===== src/hdl/tbpq_pkg.sv =====
// Types, constants and sizes shared by the three-band priority queue.
`timescale 1ns / 1ps

package tbpq_pkg;

  // Storage geometry
  localparam int FIFO_DEPTH = 128;
  localparam int NUM_BANDS  = 3;
  localparam int STORE_DEPTH = NUM_BANDS * FIFO_DEPTH;
  localparam int PTR_W  = $clog2(FIFO_DEPTH);
  localparam int CNT_W  = $clog2(FIFO_DEPTH + 1);
  localparam int ADDR_W = $clog2(STORE_DEPTH);

  // Field widths
  localparam int BAND_W      = 2;
  localparam int FUNC_W      = 2;
  localparam int TOS_W       = 8;
  localparam int DSCP_W      = 6;
  localparam int PKT_W       = 16;
  localparam int LIMIT_W     = 8;
  localparam int COUNT_OUT_W = 8;
  localparam int CFG_IDX_W   = 1;
  localparam int CFG_DATA_W  = 8;
  localparam int IN_TDATA_W  = 32;
  localparam int OUT_TDATA_W = 48;

  // Configuration register indexes and reset values
  localparam logic [CFG_IDX_W-1:0] CFG_DSCP_MODE  = 1'd0;
  localparam logic [CFG_IDX_W-1:0] CFG_BAND_LIMIT = 1'd1;
  localparam logic                 DSCP_MODE_RST  = 1'b1;
  localparam logic [LIMIT_W-1:0]   BAND_LIMIT_RST = 8'd100;

  // Band numbers
  localparam logic [BAND_W-1:0] BAND_HIGH = 2'd0;
  localparam logic [BAND_W-1:0] BAND_MID  = 2'd1;
  localparam logic [BAND_W-1:0] BAND_LOW  = 2'd2;

  // Request kinds; the spare code behaves as a peek
  typedef enum logic [FUNC_W-1:0] {
    FUNC_ENQ  = 2'd0,
    FUNC_DEQ  = 2'd1,
    FUNC_PEEK = 2'd2
  } tbpq_func_e;

  typedef enum logic [1:0] {
    ST_ENQUEUED = 2'd0,
    ST_DROPPED  = 2'd1,
    ST_ITEM     = 2'd2,
    ST_EMPTY    = 2'd3
  } tbpq_status_e;

  // TOS byte values
  localparam logic [TOS_W-1:0] TOS_MIN_DELAY_A = 8'h10;
  localparam logic [TOS_W-1:0] TOS_MIN_DELAY_B = 8'h12;
  localparam logic [TOS_W-1:0] TOS_MIN_DELAY_C = 8'h14;
  localparam logic [TOS_W-1:0] TOS_MIN_DELAY_D = 8'h16;
  localparam logic [TOS_W-1:0] TOS_MIN_COST    = 8'h02;
  localparam logic [TOS_W-1:0] TOS_MAX_THRU_A  = 8'h08;
  localparam logic [TOS_W-1:0] TOS_MAX_THRU_B  = 8'h0a;
  localparam logic [TOS_W-1:0] TOS_MAX_THRU_C  = 8'h0c;
  localparam logic [TOS_W-1:0] TOS_MAX_THRU_D  = 8'h0e;

  // DSCP code points, named by their value
  localparam logic [DSCP_W-1:0] DSCP_CP8  = 6'd8;
  localparam logic [DSCP_W-1:0] DSCP_CP10 = 6'd10;
  localparam logic [DSCP_W-1:0] DSCP_CP12 = 6'd12;
  localparam logic [DSCP_W-1:0] DSCP_CP18 = 6'd18;
  localparam logic [DSCP_W-1:0] DSCP_CP20 = 6'd20;
  localparam logic [DSCP_W-1:0] DSCP_CP26 = 6'd26;
  localparam logic [DSCP_W-1:0] DSCP_CP28 = 6'd28;
  localparam logic [DSCP_W-1:0] DSCP_CP32 = 6'd32;
  localparam logic [DSCP_W-1:0] DSCP_CP34 = 6'd34;
  localparam logic [DSCP_W-1:0] DSCP_CP36 = 6'd36;
  localparam logic [DSCP_W-1:0] DSCP_CP40 = 6'd40;
  localparam logic [DSCP_W-1:0] DSCP_CP48 = 6'd48;
  localparam logic [DSCP_W-1:0] DSCP_CP56 = 6'd56;

  // Store access issued by the controller
  typedef struct packed {
    logic              we;
    logic [ADDR_W-1:0] waddr;
    logic [PKT_W-1:0]  wdata;
    logic              re;
    logic [ADDR_W-1:0] raddr;
  } tbpq_mem_req_t;

  // One result transaction
  typedef struct packed {
    tbpq_status_e           status;
    logic [BAND_W-1:0]      band;
    logic [PKT_W-1:0]       packet_out;
    logic [COUNT_OUT_W-1:0] count_band0;
    logic [COUNT_OUT_W-1:0] count_band1;
    logic [COUNT_OUT_W-1:0] count_band2;
  } tbpq_result_t;

endpackage


===== src/hdl/tbpq_ctrl.sv =====
// Queue controller: per-band head pointers and fill counts, store access decisions.
`timescale 1ns / 1ps

module tbpq_ctrl (
  input  logic                             clk_i,
  input  logic                             rst_ni,
  input  logic                             accept_i,
  input  logic [tbpq_pkg::FUNC_W-1:0]      func_i,
  input  logic [tbpq_pkg::BAND_W-1:0]      band_i,
  input  logic [tbpq_pkg::PKT_W-1:0]       packet_id_i,
  input  logic [tbpq_pkg::LIMIT_W-1:0]     band_limit_i,
  output tbpq_pkg::tbpq_mem_req_t          mem_req_o,
  output tbpq_pkg::tbpq_result_t           result_o
);

  localparam int CMP_W = (tbpq_pkg::CNT_W > tbpq_pkg::LIMIT_W) ?
                         tbpq_pkg::CNT_W : tbpq_pkg::LIMIT_W;
  localparam int SUM_W = tbpq_pkg::CNT_W + 1;

  logic [tbpq_pkg::PTR_W-1:0]  head_q [tbpq_pkg::NUM_BANDS];
  logic [tbpq_pkg::PTR_W-1:0]  head_d [tbpq_pkg::NUM_BANDS];
  logic [tbpq_pkg::CNT_W-1:0]  fill_q [tbpq_pkg::NUM_BANDS];
  logic [tbpq_pkg::CNT_W-1:0]  fill_d [tbpq_pkg::NUM_BANDS];
  logic [tbpq_pkg::ADDR_W-1:0] lane_waddr [tbpq_pkg::NUM_BANDS];
  logic [tbpq_pkg::ADDR_W-1:0] lane_raddr [tbpq_pkg::NUM_BANDS];
  logic [SUM_W-1:0]            lane_sum   [tbpq_pkg::NUM_BANDS];
  logic [SUM_W-1:0]            lane_pos   [tbpq_pkg::NUM_BANDS];
  logic                        lane_full  [tbpq_pkg::NUM_BANDS];
  logic [CMP_W-1:0]            limit_c;
  logic                        serve_found;
  logic [tbpq_pkg::BAND_W-1:0] serve_band;
  logic                        enq_full;
  logic [tbpq_pkg::ADDR_W-1:0] enq_addr;
  logic [tbpq_pkg::ADDR_W-1:0] serve_addr;
  logic                        is_enq;
  logic                        is_deq;

  assign is_enq = (func_i == tbpq_pkg::FUNC_ENQ);
  assign is_deq = (func_i == tbpq_pkg::FUNC_DEQ);

  // Clamp the configured limit to the band depth
  always_comb begin
    if (CMP_W'(band_limit_i) > CMP_W'(tbpq_pkg::FIFO_DEPTH)) begin
      limit_c = CMP_W'(tbpq_pkg::FIFO_DEPTH);
    end else begin
      limit_c = CMP_W'(band_limit_i);
    end
  end

  // Per-band tail address, head address and full flag
  always_comb begin
    for (int b = 0; b < tbpq_pkg::NUM_BANDS; b++) begin
      lane_full[b] = (CMP_W'(fill_q[b]) >= limit_c);
      lane_sum[b]  = SUM_W'(head_q[b]) + SUM_W'(fill_q[b]);
      if (lane_sum[b] >= SUM_W'(tbpq_pkg::FIFO_DEPTH)) begin
        lane_pos[b] = lane_sum[b] - SUM_W'(tbpq_pkg::FIFO_DEPTH);
      end else begin
        lane_pos[b] = lane_sum[b];
      end
      lane_waddr[b] = tbpq_pkg::ADDR_W'(b * tbpq_pkg::FIFO_DEPTH)
                    + tbpq_pkg::ADDR_W'(lane_pos[b][tbpq_pkg::PTR_W-1:0]);
      lane_raddr[b] = tbpq_pkg::ADDR_W'(b * tbpq_pkg::FIFO_DEPTH)
                    + tbpq_pkg::ADDR_W'(head_q[b]);
    end
  end

  // Pick the lowest-numbered non-empty band
  always_comb begin
    serve_found = 1'b0;
    serve_band  = tbpq_pkg::BAND_HIGH;
    for (int b = tbpq_pkg::NUM_BANDS - 1; b >= 0; b--) begin
      if (fill_q[b] != '0) begin
        serve_found = 1'b1;
        serve_band  = tbpq_pkg::BAND_W'(b);
      end
    end
  end

  // Select the lane that the request targets
  always_comb begin
    enq_full   = 1'b0;
    enq_addr   = '0;
    serve_addr = '0;
    for (int b = 0; b < tbpq_pkg::NUM_BANDS; b++) begin
      if (band_i == tbpq_pkg::BAND_W'(b)) begin
        enq_full = lane_full[b];
        enq_addr = lane_waddr[b];
      end
      if (serve_band == tbpq_pkg::BAND_W'(b)) begin
        serve_addr = lane_raddr[b];
      end
    end
  end

  // Decide the outcome, next pointers and store access
  always_comb begin
    head_d = head_q;
    fill_d = fill_q;
    mem_req_o.we    = 1'b0;
    mem_req_o.waddr = enq_addr;
    mem_req_o.wdata = packet_id_i;
    mem_req_o.re    = 1'b0;
    mem_req_o.raddr = serve_addr;
    result_o.status     = tbpq_pkg::ST_EMPTY;
    result_o.band       = tbpq_pkg::BAND_HIGH;
    result_o.packet_out = '0;
    if (is_enq) begin
      result_o.band = band_i;
      if (enq_full) begin
        result_o.status = tbpq_pkg::ST_DROPPED;
      end else begin
        result_o.status = tbpq_pkg::ST_ENQUEUED;
        mem_req_o.we    = accept_i;
        for (int b = 0; b < tbpq_pkg::NUM_BANDS; b++) begin
          if (band_i == tbpq_pkg::BAND_W'(b)) begin
            fill_d[b] = fill_q[b] + tbpq_pkg::CNT_W'(1);
          end
        end
      end
    end else if (serve_found) begin
      result_o.status = tbpq_pkg::ST_ITEM;
      result_o.band   = serve_band;
      mem_req_o.re    = accept_i;
      if (is_deq) begin
        for (int b = 0; b < tbpq_pkg::NUM_BANDS; b++) begin
          if (serve_band == tbpq_pkg::BAND_W'(b)) begin
            fill_d[b] = fill_q[b] - tbpq_pkg::CNT_W'(1);
            if (head_q[b] == tbpq_pkg::PTR_W'(tbpq_pkg::FIFO_DEPTH - 1)) begin
              head_d[b] = '0;
            end else begin
              head_d[b] = head_q[b] + tbpq_pkg::PTR_W'(1);
            end
          end
        end
      end
    end
    result_o.count_band0 = tbpq_pkg::COUNT_OUT_W'(fill_d[0]);
    result_o.count_band1 = tbpq_pkg::COUNT_OUT_W'(fill_d[1]);
    result_o.count_band2 = tbpq_pkg::COUNT_OUT_W'(fill_d[2]);
  end

  // Commit pointers and counts on each accepted transaction
  always_ff @(posedge clk_i or negedge rst_ni) begin
    if (!rst_ni) begin
      for (int b = 0; b < tbpq_pkg::NUM_BANDS; b++) begin
        head_q[b] <= '0;
        fill_q[b] <= '0;
      end
    end else if (accept_i) begin
      head_q <= head_d;
      fill_q <= fill_d;
    end
  end

endmodule

===== config.mk =====
export PLATFORM = sky130hd
export DESIGN_NAME = tbpq_ctrl
export DESIGN_NICKNAME = d
export VERILOG_FILES = /design/src/hdl/tbpq_pkg.sv /design/src/hdl/tbpq_ctrl.sv
export SDC_FILE = /design/constraint.sdc
export NUM_CORES = 1
export LEC_CHECK = 0
export ABC_AREA = 1
export BUFFER_PORTS_ARGS = -buffer_cell sky130_fd_sc_hd__buf_2
export CAP_MARGIN = 10
export CORE_UTILIZATION = 58
export DETAILED_ROUTE_END_ITERATION = 10
export PLACE_DENSITY_LB_ADDON = 0.3
export SLEW_MARGIN = 40
export SYNTH_ARGS = -nofsm -noshare
export SYNTH_HDL_FRONTEND = slang
export SYNTH_SLANG_ARGS = --single-unit

===== constraint.sdc =====
create_clock -name clk_i -period 4.9 [get_ports clk_i]
set_input_delay 0.98 -clock clk_i [delete_from_list [all_inputs] [get_ports clk_i]]
set_output_delay 0.98 -clock clk_i [all_outputs]
set_load 0.01 [all_outputs]

==> Word level (Yosys, flattened, before mapping) <==
Index checks and enable logic that the tools add are counted.
{ "word_totals": {"elab_cells": 89, "in_bits": 31, "out_inout_bits": 80, "ff_bits": 45} }
{ "op_classes": {"n_mux": 39, "n_eq_ne": 8, "n_bitwise": 1, "add_sub_neg": 19, "n_reduce_logical": 9, "magnitude_cmp": 7} }
{ "op_table": {"columns": ["cell", "count"], "rows": [
  ["$mux 24", 4],
  ["$mux 7", 8],
  ["$mux 8", 7],
  ["$mux 9", 4],
  ["$add 7x8->9", 3],
  ["$ge 9x8->1 const B", 3],
  ["$add 8x1->8 const B", 3],
  ["$ge 8x8->1", 3],
  ["$reduce_bool 8->1", 3],
  ["$sub 8x1->8 const B", 3],
  ["$add 7x1->7 const B", 3],
  ["$eq 7x7->1 const B", 3],
  ["$sub 7x1->7 const B", 3],
  ["$add 8x7->9 const A", 2],
  ["$add 9x7->9 const A", 2],
  ["$reduce_and 5->1", 3],
  ["$mux 1", 11],
  ["$gt 8x8->1 const B", 1],
  ["$eq 2x1->1 const B", 3],
  ["$logic_not 2->1", 3],
  ["$mux 2", 3],
  ["$eq 2x2->1 const B", 2],
  ["$mux 4", 1],
  ["$mux 3", 1],
  ["$not 1->1", 1]
]} }

==> Longest topological paths before layout <==
{ "logic_depth": {"ltp_word": 9, "ltp_mapped": 20, "ltp_nobuf": 19} }

==> Worst setup path after synthesis <==
Ideal clock, no wire load.
{ "synth_timing": {"path_kind": "input-to-output", "from": "in band_limit_i[0] (netlist bit)", "to": "out result_o[23] (netlist bit)", "arrival_ns": 3.109, "path_stages": 16, "setup_slack_ns": 0.811, "t_required_ns": 3.920, "n_path_buf": 2, "path_cell_list": "nor4_1 -> a31oi_1 -> inv_1 -> nand2_1 -> ha_1 -> a21oi_1 -> nor2_1 -> nor2_1 -> nand3_1 -> nand2_1 -> buf_2 -> clkbuf_1 -> nand4_1 -> nand2_1 -> nand2_1 -> and2_1"} }
{ "synth_rtl": {"columns": ["item", "line", "source"], "rows": [
  ["from (decl)", "tbpq_ctrl.sv:11", "input logic [tbpq_pkg::LIMIT_W-1:0] band_limit_i,"],
  ["to (decl)", "tbpq_ctrl.sv:13", "output tbpq_pkg::tbpq_result_t result_o"]
]} }

==> summary.md <==
| Metric | Value |
|---|---|
| Status | finished, final reports clean |
| Final hold violations | 0 |
| Diodes inserted | 0 |
| RD Place Congestion | between 0.9 and 1 |
| Sequential share of the synthesized area | a little under a fifth |
| Vias per Instance | 5.552 |
| Placement Setup Slack | 570.3 ps |
| Setup CP Type | in2out |
| Port-buffer cells | 62 |
| First-pass GRT wire length | 28280 um |
| DR WL/cell | 15.12 um |
| Hold-fix buffers, CTS | 0 |
| CP startpoint kind | input port |
| Rows | 36 |
| Setup ws final | approximately 540 ps |
| Yosys reg bits | 45 |
| Unrepaired setup endpoints after global routing | no |
| Nets | 1079 |
| Initial Util | about 61% |
| Ports | 111 |
| Core Area | 9864 um2 |
| Total Routing Usage GR | 32.70% |
| FILL cells | 964 |
| Fin Setup TNS | 0 ps |
| Pin count of the biggest net entering global routing | 46 |
| Die ar. | 10720 um2 |
| Hold Path Class | reg2reg |
| Register area | 1126 um2 |
| Max Fclk | 0.2292 GHz |
| CTS Buf Count | 5 |
| Mapped Avg Cell Area | roughly 6.2 um2 |
| Die height | 103.5 um |
| Final slew viol count | 0 |
| CTS Sinks | 45 |
| Synth warnings | 0 |
| PostCTS Resize Cnt | 0 |
| Relative slew slack | 45.49% |
| Layout cells sized above 1 | between 10% and 20% |
| CP Capture Type | output pin |
| Synthesis-to-layout area growth | 5.212% |
| Worst Setup SP | band_limit_i[0] |
| Met1 Use GR | 42.68% |
| Clk_skew | 14.42 ps |
| CP max stage delay | roughly 320 ps |
| Reg clk slew, reported paths | approximately 100 ps |
| Clock root buffer | clkbuf_8 |
| Hold_sp | head_q[11] |
| Vias in the first global route | 5746 |
| Max-cap violation count | 0 |
| GR peak layer | met2 |
| GR Overflow Total | 0 |
| PwrDens | 538.1 nW/um2 |
| Leak Pwr | about 3.4 nW |
| Post-route minimum period | approximately 4400 ps |
| Met2 usage | 53.84% |
| DRT iter0 DRCs | about 460 |
| Worst vdd ir | 0.0002651 V |
| CTS H-tree depth | 2 |
| Post-Route WL | between 15000 and 20000 um |
| Post-route DRC | 0 |
| Critical Path AT | 3380 ps |
| Clk_lat worst skew | 310 ps |
| Post-Syn Instances | about 960 |
| FF-to-FF path depth | 12 |
| Area of the multi-input gates | 4167 um2 |
| Total setup buffers inserted after CTS | 0 |
| Fin crit share | 89.03% |
| Cell mode on critical path | nand2_1 |
| Final setup violation count | 0 |
| Initial antenna violation count | 0 |
| CP Cell Sequence | buf_2 -> nor4_1 -> a31oi_1 -> inv_1 -> nand2_1 -> ha_1 -> nand2_1 -> nand3_1 -> nand2_1 -> nand2_1 -> nand2_1 -> nand2_1 -> nand2_1 -> buf_4 -> nand4_1 -> nand2_1 -> nand2_1 -> and2_1 -> buf_2 |
| Hold depth | 2 |
| Peak fanout along the critical path | 18 |
| Clock Tree Buf Depth | 2 |
| CTS tree | done |
| Distinct cells, synth | 37 |
| Mapped Area | 5977 um2 |
| Final ANT Viol Nets | 0 |
| Worst EP required | 3920 ps |
| Post-DP HPWL | 12590 um |
| Least-Margin Pin Slew | 816.7 ps |
| Reg2reg start | fill_q[16] |
| Critical-path top delay cell | ha_1 |
| Die width | a little over 100 um |
| Met3 usage | 4.657% |
| Vias | 6257 |
| DRT Pass-1 Iters | 7 |
-- logic make-up after synthesis --
group | Yosys count | share of synthesized area, %
DFF | 45 | 18.84
adders and majority gates | 55 | 11.89
AOI/OAI and AO/OA | 102 | 9.671
and+or+nand+nor | 561 | 40.47
xor gates and xnor gates | 45 | 6.594
other | 1 | 0.06274
buffers and inverters | 154 | 12.48
-- cell usage after synthesis (all sizes together) --
cell	n	area, um2
a21o	2	15.01
a21oi	27	135.1
a31oi	3	18.77
and2	6	37.54
buf	52	362.8
clkbuf	13	48.80
clkinv	1	3.750
conb	1	3.750
dfrtp	45	1126
fa	3	60.06
ha	52	650.6
inv	88	330.3
nand2	385	1445
nand3	65	372.9
nand4	33	206.5
nor2	55	244.0
nor3	13	87.58
nor4	3	18.77
o211ai	2	15.01
o21a	2	15.01
o21ai	57	300.3
o221ai	9	78.83
or2	1	6.260
xnor2	12	105.1
xor2	33	289.0
-- per-layer routing --
layer	routed length [um]	vias up	part of all wire, %
met5	0	-	0
met2	7792	266	46
li1	-	3118	-
met4	501	0	2.9
met3	1271	48	7.5
met1	7475	2825	44
-- final cells by class --
class	count	area share, %
Multi-Input combinational cell	779	66.26
Timing Repair Buffer	73	6.287
Inverter	89	5.312
Tap cell	133	2.646
Clock inverter	2	0.2786
Clock buffer	6	1.313
Sequential cell	45	17.91
-- flip-flops by register name (all words and copies together), names as in the netlist --
| signal | flops |
|---|---|
| head_q | 21 |
| fill_q | 24 |
-- placed cells by master (no fill, tap or decap), types with 3 or more instances in the layout --
cell	synthesis	routed
a21oi_1	27	27
a31oi_1	3	3
and2_1	6	6
buf_2	14	61
buf_4	34	12
clkbuf_8	0	6
conb_1	1	16
dfrtp_1	45	45
fa_1	3	3
ha_1	52	52
inv_1	83	83
inv_2	5	5
nand2_1	385	385
nand3_1	60	60
nand3_4	3	3
nand4_1	33	33
nor2_1	46	44
nor2_2	6	8
nor2_4	3	3
nor3_1	11	11
nor4_1	3	3
o21ai_0	54	54
o221ai_1	9	9
xnor2_1	12	12
xor2_1	33	33
-- final timing paths --
kind	to	slack [ps]
max	result_o[23]	540
max reg2reg	fill_q[15]	2100
min reg2reg	head_q[11]	540
max in group asynchronous	fill_q[13]	3790
min in group asynchronous	head_q[14]	680
min	head_q[11]	540
-- critical path: cells and delay by family --
| family | cells | cell delay [ps] |
|---|---|---|
| adder cells (fa/ha/maj) | 1 | 320 |
| AO/OA/AOI/OAI | 1 | 130 |
| buffers and inverters | 4 | 620 |
| AND/OR/NAND/NOR | 13 | 1340 |
-- through the flow --
step	area (um2)	power, W	hold slack (ps)	instances	utilization, %
2_1_floorplan	6033	0.002472	467.8	978	-
3_3_place_gp	6186	0.003041	508.4	1119	62.71
3_5_place_dp	6188	0.003070	510.7	1119	62.73
4_1_cts	6289	0.003352	536.7	1127	63.75
5_1_grt	6289	0.003725	557.3	1127	63.75
6_report	6289	0.003384	540.3	1127	63.75
-- where the power goes --
part | internal (W) | switching (W)
logic | 0.000859 | 0.00143
registers | 0.000491 | 0.000336
clock network | 0.000117 | 0.000146
Note: power is estimated with default switching activity, not from simulation.
