<file path="config.mk">
export PLATFORM = sky130hd
export DESIGN_NAME = tbpq_classify
export DESIGN_NICKNAME = d
export VERILOG_FILES = /design/src/hdl/tbpq_pkg.sv /design/src/hdl/tbpq_classify.sv
export SDC_FILE = /design/constraint.sdc
export NUM_CORES = 1
export LEC_CHECK = 0
export CORE_AREA = 2 2 39 41
export DETAILED_ROUTE_END_ITERATION = 7
export DIE_AREA = 0 0 41 43
export DONT_BUFFER_PORTS = 1
export PLACE_DENSITY = 0.3
export SKIP_LAST_GASP = 1
export SLEW_MARGIN = 20
export SYNTH_ARGS = -nofsm -noshare
export SYNTH_HDL_FRONTEND = slang
export SYNTH_SLANG_ARGS = --single-unit
</file>
<file path="constraint.sdc">
create_clock -name vclk -period 3.75
set_clock_uncertainty 0.15 [all_clocks]
set_input_delay 0.9375 -clock vclk [all_inputs]
set_output_delay 0.9375 -clock vclk [all_outputs]
set_load 0.02 [all_outputs]
</file>
<file path="src/hdl/tbpq_pkg.sv">
// Types, constants and sizes shared by the three-band priority queue.
`timescale 1ns / 1ps

package tbpq_pkg;

  // Storage geometry
  localparam int FIFO_DEPTH = 128;
  localparam int NUM_BANDS  = 3;
  localparam int STORE_DEPTH = NUM_BANDS * FIFO_DEPTH;
  localparam int PTR_W  = $clog2(FIFO_DEPTH);
  localparam int CNT_W  = $clog2(FIFO_DEPTH + 1);
  localparam int ADDR_W = $clog2(STORE_DEPTH);

  // Field widths
  localparam int BAND_W      = 2;
  localparam int FUNC_W      = 2;
  localparam int TOS_W       = 8;
  localparam int DSCP_W      = 6;
  localparam int PKT_W       = 16;
  localparam int LIMIT_W     = 8;
  localparam int COUNT_OUT_W = 8;
  localparam int CFG_IDX_W   = 1;
  localparam int CFG_DATA_W  = 8;
  localparam int IN_TDATA_W  = 32;
  localparam int OUT_TDATA_W = 48;

  // Configuration register indexes and reset values
  localparam logic [CFG_IDX_W-1:0] CFG_DSCP_MODE  = 1'd0;
  localparam logic [CFG_IDX_W-1:0] CFG_BAND_LIMIT = 1'd1;
  localparam logic                 DSCP_MODE_RST  = 1'b1;
  localparam logic [LIMIT_W-1:0]   BAND_LIMIT_RST = 8'd100;

  // Band numbers
  localparam logic [BAND_W-1:0] BAND_HIGH = 2'd0;
  localparam logic [BAND_W-1:0] BAND_MID  = 2'd1;
  localparam logic [BAND_W-1:0] BAND_LOW  = 2'd2;

  // Request kinds; the spare code behaves as a peek
  typedef enum logic [FUNC_W-1:0] {
    FUNC_ENQ  = 2'd0,
    FUNC_DEQ  = 2'd1,
    FUNC_PEEK = 2'd2
  } tbpq_func_e;

  typedef enum logic [1:0] {
    ST_ENQUEUED = 2'd0,
    ST_DROPPED  = 2'd1,
    ST_ITEM     = 2'd2,
    ST_EMPTY    = 2'd3
  } tbpq_status_e;

  // TOS byte values
  localparam logic [TOS_W-1:0] TOS_MIN_DELAY_A = 8'h10;
  localparam logic [TOS_W-1:0] TOS_MIN_DELAY_B = 8'h12;
  localparam logic [TOS_W-1:0] TOS_MIN_DELAY_C = 8'h14;
  localparam logic [TOS_W-1:0] TOS_MIN_DELAY_D = 8'h16;
  localparam logic [TOS_W-1:0] TOS_MIN_COST    = 8'h02;
  localparam logic [TOS_W-1:0] TOS_MAX_THRU_A  = 8'h08;
  localparam logic [TOS_W-1:0] TOS_MAX_THRU_B  = 8'h0a;
  localparam logic [TOS_W-1:0] TOS_MAX_THRU_C  = 8'h0c;
  localparam logic [TOS_W-1:0] TOS_MAX_THRU_D  = 8'h0e;

  // DSCP code points, named by their value
  localparam logic [DSCP_W-1:0] DSCP_CP8  = 6'd8;
  localparam logic [DSCP_W-1:0] DSCP_CP10 = 6'd10;
  localparam logic [DSCP_W-1:0] DSCP_CP12 = 6'd12;
  localparam logic [DSCP_W-1:0] DSCP_CP18 = 6'd18;
  localparam logic [DSCP_W-1:0] DSCP_CP20 = 6'd20;
  localparam logic [DSCP_W-1:0] DSCP_CP26 = 6'd26;
  localparam logic [DSCP_W-1:0] DSCP_CP28 = 6'd28;
  localparam logic [DSCP_W-1:0] DSCP_CP32 = 6'd32;
  localparam logic [DSCP_W-1:0] DSCP_CP34 = 6'd34;
  localparam logic [DSCP_W-1:0] DSCP_CP36 = 6'd36;
  localparam logic [DSCP_W-1:0] DSCP_CP40 = 6'd40;
  localparam logic [DSCP_W-1:0] DSCP_CP48 = 6'd48;
  localparam logic [DSCP_W-1:0] DSCP_CP56 = 6'd56;

  // Store access issued by the controller
  typedef struct packed {
    logic              we;
    logic [ADDR_W-1:0] waddr;
    logic [PKT_W-1:0]  wdata;
    logic              re;
    logic [ADDR_W-1:0] raddr;
  } tbpq_mem_req_t;

  // One result transaction
  typedef struct packed {
    tbpq_status_e           status;
    logic [BAND_W-1:0]      band;
    logic [PKT_W-1:0]       packet_out;
    logic [COUNT_OUT_W-1:0] count_band0;
    logic [COUNT_OUT_W-1:0] count_band1;
    logic [COUNT_OUT_W-1:0] count_band2;
  } tbpq_result_t;

endpackage

</file>
<file path="src/hdl/tbpq_classify.sv">
// Band classifier: maps an IPv4 TOS byte or DSCP code point to a band.
`timescale 1ns / 1ps

module tbpq_classify (
  input  logic                            dscp_mode_i,
  input  logic                            is_ipv4_i,
  input  logic [tbpq_pkg::TOS_W-1:0]      tos_i,
  output logic [tbpq_pkg::BAND_W-1:0]     band_o
);

  logic [tbpq_pkg::DSCP_W-1:0] dscp;
  logic [tbpq_pkg::BAND_W-1:0] tos_band;
  logic [tbpq_pkg::BAND_W-1:0] dscp_band;

  assign dscp = tos_i[tbpq_pkg::TOS_W-1 -: tbpq_pkg::DSCP_W];

  // Map the whole TOS byte
  always_comb begin
    unique case (tos_i) inside
      tbpq_pkg::TOS_MIN_DELAY_A, tbpq_pkg::TOS_MIN_DELAY_B,
      tbpq_pkg::TOS_MIN_DELAY_C, tbpq_pkg::TOS_MIN_DELAY_D: tos_band = tbpq_pkg::BAND_HIGH;
      tbpq_pkg::TOS_MIN_COST, tbpq_pkg::TOS_MAX_THRU_A, tbpq_pkg::TOS_MAX_THRU_B,
      tbpq_pkg::TOS_MAX_THRU_C, tbpq_pkg::TOS_MAX_THRU_D: tos_band = tbpq_pkg::BAND_LOW;
      default: tos_band = tbpq_pkg::BAND_MID;
    endcase
  end

  // Map the DSCP code point
  always_comb begin
    unique case (dscp) inside
      tbpq_pkg::DSCP_CP12, tbpq_pkg::DSCP_CP20, tbpq_pkg::DSCP_CP28, tbpq_pkg::DSCP_CP36,
      tbpq_pkg::DSCP_CP32, tbpq_pkg::DSCP_CP40, tbpq_pkg::DSCP_CP48,
      tbpq_pkg::DSCP_CP56: dscp_band = tbpq_pkg::BAND_HIGH;
      tbpq_pkg::DSCP_CP10, tbpq_pkg::DSCP_CP18, tbpq_pkg::DSCP_CP26, tbpq_pkg::DSCP_CP34,
      tbpq_pkg::DSCP_CP8: dscp_band = tbpq_pkg::BAND_LOW;
      default: dscp_band = tbpq_pkg::BAND_MID;
    endcase
  end

  // Non-IPv4 traffic always goes to the middle band
  always_comb begin
    if (!is_ipv4_i) begin
      band_o = tbpq_pkg::BAND_MID;
    end else if (dscp_mode_i) begin
      band_o = dscp_band;
    end else begin
      band_o = tos_band;
    end
  end

endmodule

</file>
# Word level (Yosys, flattened, before mapping)
# Index checks and enable logic that the tools add are counted.
dict set report totals {
  romBits 0
  regBits 0
  memories 0
  ramBits 0
  latch_bits 0
  output_inout_bits 2
  wordCells 30
}
dict set report classes {
  eq_ne 22
  mux 4
  add_sub_neg 0
  n_mul 0
  reduce_logical 4
  div 0
  n_shift 0
  magnitude_cmp 0
  n_bitwise 0
}
# op count
set ops {}
lappend ops {{6-bit == test, second input constant} 6}
lappend ops {{8-bit by 4-bit == test with 1-bit output, second input constant} 4}
lappend ops {{8-bit by 5-bit == test with 1-bit output, second input constant} 4}
lappend ops {{6-bit by 5-bit == test with 1-bit output, second input constant} 4}
lappend ops {{6-bit by 4-bit == test with 1-bit output, second input constant} 3}
lappend ops {{5-bit OR reduction} 2}
lappend ops {{8-bit by 2-bit == test with 1-bit output, second input constant} 1}
lappend ops {{2-bit case mux with 2 select lines} 2}
lappend ops {{8-bit OR reduction} 1}
lappend ops {{2-bit two-way mux} 2}
lappend ops {{4-bit OR reduction} 1}

# Longest topological paths before layout
# Gate-level depths: netlist (run 1).
dict set report depth {
  ltp_word 5
  depth_mapped 4
  ltp_nobuf 4
}

# Least setup slack after synthesis (run 1)
# No wires, ideal clock.
dict set report synth_timing {
  path_kind {input-to-output}
  startpoint {input port tos_i[6] (netlist name)}
  endpoint {output port band_o[1] (netlist name)}
  stages 4
  arrival_ps 1892
  required_ps 2663
  setup_slack_ps 770
  cell_sequence {or2_1 > nor4_2 > o21ai_1 > a21oi_1}
}
dict set report synth_between {
  elab_chain_cells 5
}
# element line_no
set synth_rtl {}
lappend synth_rtl {{start, declared} tbpq_classify.sv:7} ;# input logic [tbpq_pkg::TOS_W-1:0] tos_i,
lappend synth_rtl {{6-bit by 4-bit == test with 1-bit output (no line), or another cell as far along} n/a}
lappend synth_rtl {{8-bit OR reduction, or another cell as far along} tbpq_classify.sv:30} ;# unique case (dscp) inside
lappend synth_rtl {{2-bit case mux with 2 select lines (on tied branches)} {tbpq_classify.sv:30, tbpq_classify.sv:19}}
lappend synth_rtl {{2-bit two-way mux *} tbpq_classify.sv:44} ;# end else if (dscp_mode_i) begin
lappend synth_rtl {{2-bit two-way mux *} tbpq_classify.sv:42} ;# if (!is_ipv4_i) begin
lappend synth_rtl {{end, declared} tbpq_classify.sv:8} ;# output logic [tbpq_pkg::BAND_W-1:0] band_o
# Mark *: on every way between the ends. The rest lies on a longest branch, timed or not.

# Worst setup path after layout (run 1)
# Same ends and word-level chain as after synthesis.

==> results of run 1 <==
critical path: stages:
cell and delay [ps]:
or2_1 250, nor4_2 250, o21ai_1 100, a21oi_1 410
worst min path at each step:
stage,slack [ps],start,cells after the start,end
6_report,1810,tos_i[4],1,band_o[1]
5_1_grt,1810,tos_i[4],1,band_o[1]
4_1_cts,1810,tos_i[4],1,band_o[1]
3_5_place_dp,1810,tos_i[4],1,band_o[1]
3_3_place_gp,1810,tos_i[4],1,band_o[1]
2_1_floorplan,1800,tos_i[4],1,band_o[1]
cells by family after synthesis:
family	after synthesis
AOI/OAI and AO/OA	10
muxes	1
and+or+nand+nor	9
cell type report:
class / count / share of cell area [%]
multi-input combinational: 20 / 86.7
tap: 16 / 13.3
layer usage:
metal | share of wire [%] | vias to the layer above | global-route usage, %
met2 | 60 | 4 | 10.0
li1 | - | 79 | -
met3 | 11 | 0 | 0
met4 | 0 | 0 | 0
met1 | 28 | 69 | 2.85
met5 | 0 | - | 0
layout by cell type (no fill, tap or decap):
cell	instances
or3b_1	1
or2_1	1
mux2i_1	1
nor2b_1	1
o21a_1	1
a211oi_1	2
a211o_1	1
o21ai_1	1
o21ai_0	1
nor4_2	1
nand2_1	2
nor3_1	1
nand2b_1	2
a21oi_1	4
through the flow:
step / setup WS (ps) / hold WS (ps)
after floorplan: 770 / 1800
after global placement: 668 / 1810
after detailed placement: 674 / 1810
after global routing: 611 / 1810
after CTS: 674 / 1810
final: 700 / 1810
power groups by stage:
stage / logic, mW / clock network (mW) / registers (mW)
4_1_cts: 0.00824 / 0 / 0
5_1_grt: 0.00888 / 0 / 0
3_3_place_gp: 0.00813 / 0 / 0
6_report: 0.00811 / 0 / 0
3_5_place_dp: 0.00821 / 0 / 0
2_1_floorplan: 0.00745 / 0 / 0
==> run_results.csv, run 1 <==
group,metric,value,unit
run_status,run_status,"completed",
floorplan,fp.dieW,41,microns
grt,gr-usage-all-layers,4.10,%
cts,post_cts_resize_count,0,
worst_setup_path,startpoint_type,"primary input",
timing,min_period_over_period,81.3,%
placed_design,placedInstanceArea,150,sq um
logic_synthesis,most_instantiated_library_cell_after_synthesis,"a21oi_1",
layout,seqCellArea,0,sq um
cts,postCtsHoldBufs,0,
power,cellLeakagePower,0.0349,nW
layout,fillerInstances,162,
layout,design.final.nets,32,
routing,drtIter0Drc,1,
worst_setup_path,worst_ep_required_time,2660,ps
power,power,0.00811,mW
logic_synthesis,postSynthCellCount,20,
floorplan,std_cell_rows,14,
grt,grt_antenna_before_repair,0,
logic_synthesis,synth_cell_types,14,
routing,ant_nets,0,
timing,setup_total_negative_slack,0,ps
floorplan,dieHeight,43,microns
logic_synthesis,post_synth_mux_area_share,7.69,%
layout,multi_input_comb_area,130,sq um
logic_synthesis,synth.cell_area,130,sq um
grt,grt_start_max_net_pins,9,
worst_setup_path,criticalPathCategory,"primary input to primary output",
layout,final_layout_size_suffix_gt1_share,5.00,%
run,max_cap_viol,0,
power,power.share.switching,47.7,%
timing,worst_slew_margin_rel,68.3,%
placed_design,numPortBuffers,0,
grt,first_pass_grt_wire_length,545,microns
worst_setup_path,timing.critical_path.to,"band_o[1]",
worst_setup_path,worst-endpoint-arrival,1960,ps
routing,drc,0,
floorplan,core_region_area,1380,sq um
power,power.density,54.0,nW/um^2
routing,totalWireLength,380,microns
timing,achievable-frequency,328,MHz
power,vdd.ir_drop.worst,0.00452,mV
placed_design,gpl.final_weighted_congestion,0.611,
power,combPwrFrac,100.0,%
power,power.share.clock,0,%
layout,finalInstanceArea,150,sq um
logic_synthesis,post-synth-top-area-fraction,15.4,%
logic_synthesis,synth.area.top_cells,"a21oi_1, a211oi_1, nand2b_1, nor4_2, mux2i_1",
logic_synthesis,synth_area_per_cell,6.51,sq um
grt,via_count_of_the_first_global_routing_pass,151,
timing,rsz0062_at_grt,"false",
power,net_switching_power_of_the_design,0.00387,mW
logic_synthesis,synthesis.nets,30,
logic_synthesis,synth_top_area_cell,"a21oi_1",
placed_design,placedCellCount,36,
layout,finish.cell_count_without_fillers,36,
worst_setup_path,path_max_fanout,4,
worst_setup_path,worst_setup_path_end_kind,"primary output",
layout,n_sequential_cell,0,
floorplan,fp.dieArea,1760,sq um
floorplan,initial_core_util,9.40,%
logic_synthesis,post_synth_most_frequent_cells,"a21oi_1, a211oi_1, nand2_1, nand2b_1",
routing,drt_pre_antenna_iters,2,
timing,timing_max_transition_violations_final,0,
routing,avgViaCountPerCell,4.22,
logic_synthesis,adder_and_majority_cell_fraction_of_the_synthesized_area,0,%
logic_synthesis,synth_compound_gate_area_share,47.1,%
logic_synthesis,synth_seq_area_share,0,%
logic_synthesis,synthesis.yosys.warnings,0,
cts,cts_post_setup_buffers_inserted,0,
worst_setup_path,setup.worst_path.start,"tos_i[6]",
timing,tightestPinTransition,476,ps
floorplan,io_pins,12,
routing,wl_per_cell,10.6,microns
layout,fin_util,10.8,%
routing,route.vias.total,152,
grt,grt_overflow,0,
power,sequentialPowerShare,0,%
timing,setup_viol,0,
timing,timing.final.crit_period,3050,ps
layout,layout.clock_buffers,0,
logic_synthesis,synth-simple-area-share,45.2,%
layout,num_antenna_cells,0,
layout,flow.area_growth_from_synthesis,15.4,%
worst_hold_path,worstHoldPathType,"primary input to primary output",
logic_synthesis,synthXorXnorAreaFrac,0,%
power,internal_power,0.00424,mW
timing,final-hold-violation-count,0,
logic_synthesis,synth_top_family_by_area,"compound AO/OA/AOI/OAI gates",
No activity file was read; power rests on OpenSTA's default activity.
==> run 2, diff against run 1 <==
==> constraint.sdc (replaced) <==
create_clock -name vclk -period 3
set_clock_uncertainty 0.15 [all_clocks]
set_input_delay 0.75 -clock vclk [all_inputs]
set_output_delay 0.75 -clock vclk [all_outputs]
set_load 0.02 [all_outputs]
==> run_results.csv, run 2 (synthesis results as in run 1) <==
group,metric,value,unit
worst_hold_path,worstHoldPathType,"primary input to primary output",
worst_setup_path,setup.worst_path.start,"tos_i[3]",
power,power,0.0106,mW
routing,ant_nets,0,
layout,seqCellArea,0,sq um
timing,worst_slew_margin_rel,69.8,%
layout,finalInstanceArea,158,sq um
power,cellLeakagePower,0.0404,nW
worst_setup_path,criticalPathCategory,"primary input to primary output",
floorplan,fp.dieArea,1760,sq um
timing,final-hold-violation-count,0,
worst_setup_path,timing.critical_path.to,"band_o[0]",
routing,avgViaCountPerCell,4.30,
placed_design,gpl.final_weighted_congestion,0.603,
layout,flow.area_growth_from_synthesis,21.2,%
floorplan,std_cell_rows,14,
layout,most-common-layout-cells,"a21oi_1, nand2b_1, nand2_1, a211oi_1",
timing,setup_viol,0,
worst_setup_path,worst-endpoint-arrival,1710,ps
grt,grt_overflow,0,
routing,route.vias.total,159,
timing,rsz0062_at_grt,"false",
floorplan,initial_core_util,9.40,%
layout,layout_commonest_cell,"a21oi_1",
grt,gr-usage-all-layers,4.40,%
placed_design,placedCellCount,37,
cts,cts_post_setup_buffers_inserted,0,
routing,totalWireLength,396,microns
timing,timing_max_transition_violations_final,0,
layout,final_layout_size_suffix_gt1_share,9.52,%
timing,setup_total_negative_slack,0,ps
grt,grt_antenna_before_repair,0,
cts,postCtsHoldBufs,0,
cts,post_cts_resize_count,0,
worst_setup_path,startpoint_type,"primary input",
routing,drc,0,
timing,tightestPinTransition,454,ps
power,power.density,67.0,nW/um^2
grt,via_count_of_the_first_global_routing_pass,142,
layout,finish.cell_count_without_fillers,37,
timing,min_period_over_period,86.9,%
layout,num_antenna_cells,0,
run,max_cap_viol,0,
power,vdd.ir_drop.worst,0.00475,mV
worst_setup_path,worst_ep_required_time,2100,ps
worst_setup_path,worst_setup_path_end_kind,"primary output",
routing,drtIter0Drc,2,
floorplan,fp.dieW,41,microns
run_status,run_status,"completed",
layout,design.final.nets,33,
layout,layout.clock_buffers,0,
placed_design,placedInstanceArea,158,sq um
routing,wl_per_cell,10.7,microns
grt,grt_start_max_net_pins,9,
floorplan,core_region_area,1380,sq um
floorplan,dieHeight,43,microns
timing,achievable-frequency,383,MHz
worst_setup_path,path_max_fanout,8,
worst_hold_path,min_delay_path_depth,2,
routing,drt_pre_antenna_iters,2,
floorplan,io_pins,12,
grt,first_pass_grt_wire_length,565,microns
placed_design,dpl.hpwl,365,microns
layout,n_sequential_cell,0,
timing,timing.final.crit_period,2610,ps
placed_design,numPortBuffers,0,
-- run 2: critical path, stage by stage --
cell	delay [ps]
or3b_1	360
a21oi_1	160
a211oi_1	70
a21oi_1	370
-- run 2: layout make-up --
type	count	area, sq um
Fill cell	163	1230
Multi-Input combinational cell	20	130
Tap cell	16	20.0
Timing Repair Buffer	1	7.51
-- run 2: worst min-delay path by stage --
stage               startpoint        end  slack (ps)
floorplan             tos_i[4]  band_o[1]        1430
global placement      tos_i[4]  band_o[1]        1520
detailed placement    tos_i[4]  band_o[1]        1520
CTS                   tos_i[4]  band_o[1]        1520
global route          tos_i[4]  band_o[1]        1530
finish                tos_i[4]  band_o[1]        1520
-- run 2: report_power, final --
group	switching [mW]	internal, mW
Combinational	0.00495	0.00562
Sequential	0	0
Clock	0	0
Total	0.00495	0.00562
-- run 2: stage by stage --
step | utilization (%) | hold WS [ps] | setup WS (ps)
floorplan | - | 1430 | 395
global placement | 11.4 | 1520 | 381
detailed placement | 11.4 | 1520 | 376
CTS | 11.4 | 1520 | 376
global route | 11.4 | 1530 | 329
finish | 11.4 | 1520 | 392
-- run 2: per-layer routing --
layer / up-vias / GRT usage, % / part of all wire (%)
met2: 4 / 10.0 / 61
met4: 0 / 0 / 0
met5: - / 0 / 0
met1: 75 / 3.48 / 28
met3: 0 / 0.524 / 11
li1: 80 / - / -
==> run 3, diff against run 2 <==
--- a/config.mk
+++ b/config.mk
@@ -10,6 +10,7 @@
 export DIE_AREA = 0 0 41 43
 export DONT_BUFFER_PORTS = 1
 export PLACE_DENSITY = 0.3
+export RECOVER_POWER = 100
 export SKIP_LAST_GASP = 1
 export SLEW_MARGIN = 20
 export SYNTH_ARGS = -nofsm -noshare
==> constraint.sdc (replaced) <==
create_clock -name vclk -period 2.9
set_clock_uncertainty 0.15 [all_clocks]
set_input_delay 0.725 -clock vclk [all_inputs]
set_output_delay 0.725 -clock vclk [all_outputs]
set_load 0.02 [all_outputs]
==> run_results.csv, run 3 (synthesis results as in run 1) <==
group,metric,value,unit
grt,grt_util_met3,0.524,%
grt,first_pass_grt_wire_length,634,microns
worst_setup_path,worst-endpoint-arrival,1740,ps
placed_design,numPortBuffers,0,
grt,gr-usage-met1,3.48,%
cts,postCtsHoldBufs,0,
layout,fin_util,11.5,%
timing,achievable-frequency,382,MHz
routing,drtIter0Drc,1,
floorplan,io_pins,12,
timing,setup_viol,0,
grt,grt_overflow,0,
power,power.share.switching,45.4,%
timing,final-hold-violation-count,0,
timing,worst_slew_margin_rel,78.0,%
layout,design.final.nets,34,
layout,layout.clock_buffers,0,
floorplan,core_region_area,1380,sq um
power,sequentialPowerShare,0,%
grt,globalRoute.busiestLayer,"met2",
layout,seqCellArea,0,sq um
worst_setup_path,worst_ep_required_time,2030,ps
routing,drt_pre_antenna_iters,2,
worst_setup_path,startpoint_type,"primary input",
routing,wl_per_cell,10.7,microns
run,max_cap_viol,0,
placed_design,placedCellCount,38,
timing,setup_total_negative_slack,0,ps
routing,totalWireLength,406,microns
worst_hold_path,worstHoldPathType,"primary input to primary output",
floorplan,dieHeight,43,microns
power,combPwrFrac,100.0,%
placed_design,gpl.final_weighted_congestion,0.615,
placed_design,worst_case_setup_slack_after_placement,354,ps
layout,most-common-layout-cells,"a21oi_1, nand2b_1, nand2_1, a211oi_1, buf_4",
grt,grt_antenna_before_repair,0,
layout,final_layout_size_suffix_gt1_share,9.09,%
power,net_switching_power_of_the_design,0.00522,mW
layout,flow.area_growth_from_synthesis,22.1,%
placed_design,dpl.hpwl,383,microns
power,cellLeakagePower,0.0437,nW
timing,timing.final.crit_period,2620,ps
power,power,0.0115,mW
timing,min_period_over_period,90.2,%
worst_setup_path,worst_setup_path_end_kind,"primary output",
worst_setup_path,criticalPathCategory,"primary input to primary output",
grt,via_count_of_the_first_global_routing_pass,165,
worst_hold_path,min_delay_path_depth,2,
routing,route.vias.total,167,
routing,drc,0,
floorplan,std_cell_rows,14,
power,vdd.ir_drop.worst,0.00595,mV
floorplan,initial_core_util,9.40,%
routing,avgViaCountPerCell,4.39,
floorplan,fp.dieW,41,microns
timing,timing_max_transition_violations_final,0,
grt,gr-usage-all-layers,4.80,%
layout,num_antenna_cells,0,
power,internal_power,0.00628,mW
power,power.share.clock,0,%
worst_setup_path,path_max_fanout,4,
floorplan,fp.dieArea,1760,sq um
cts,post_cts_resize_count,0,
power,power.density,72.4,nW/um^2
timing,tightestPinTransition,328,ps
grt,grt_util_met2,11.3,%
run_status,run_status,"completed",
routing,ant_nets,0,
grt,grt_start_max_net_pins,9,
timing,rsz0062_at_grt,"false",
layout,n_sequential_cell,0,
timing,worst_slack,283,ps
layout,finish.cell_count_without_fillers,38,
cts,cts_post_setup_buffers_inserted,0,
layout,layout_commonest_cell,"a21oi_1",
## run 3: cell types whose count changed in the layout (fill, tap and decap cells not counted), sizes merged
cell / previous run / this run
buf: 1 / 2
## run 3: metrics by stage
step           instance area [sq um]  hold slack (ps)
6_report                         159             1470
5_1_grt                          159             1480
4_1_cts                          165             1470
3_5_place_dp                     165             1470
3_3_place_gp                     165             1470
2_1_floorplan                    130             1380
## run 3: path summary, 6_finish.rpt
| path | endpoint | slack, ps | from |
|---|---|---|---|
| worst min-delay path | band_o[1] | 1470 | tos_i[4] |
| worst max-delay path | band_o[1] | 280 | tos_i[6] |
## run 3: power by group through the flow
stage / Clock, mW / Combinational [mW] / Sequential, mW
after global routing: 0 / 0.0127 / 0
final: 0 / 0.0115 / 0
after detailed placement: 0 / 0.0121 / 0
after floorplan: 0 / 0.00963 / 0
after CTS: 0 / 0.0121 / 0
after global placement: 0 / 0.0116 / 0
## run 3: worst max-delay path, stage by stage
cell     delay, ps
or2_0          250
nor4_1         330
o21ai_1        110
a21oi_1        170
buf_4          160
## run 3: layer usage
layer  up-vias  wire length [microns]
li1         82                      -
met1        81                    108
met2         4                    255
met3         0                     41
met4         0                      0
met5         -                      0
## run 3: cell type report
cell class	count	area (sq um)
fill	162	1220
multi-input combinational	20	124
tap	16	20.0
timing repair buffer	2	15.0
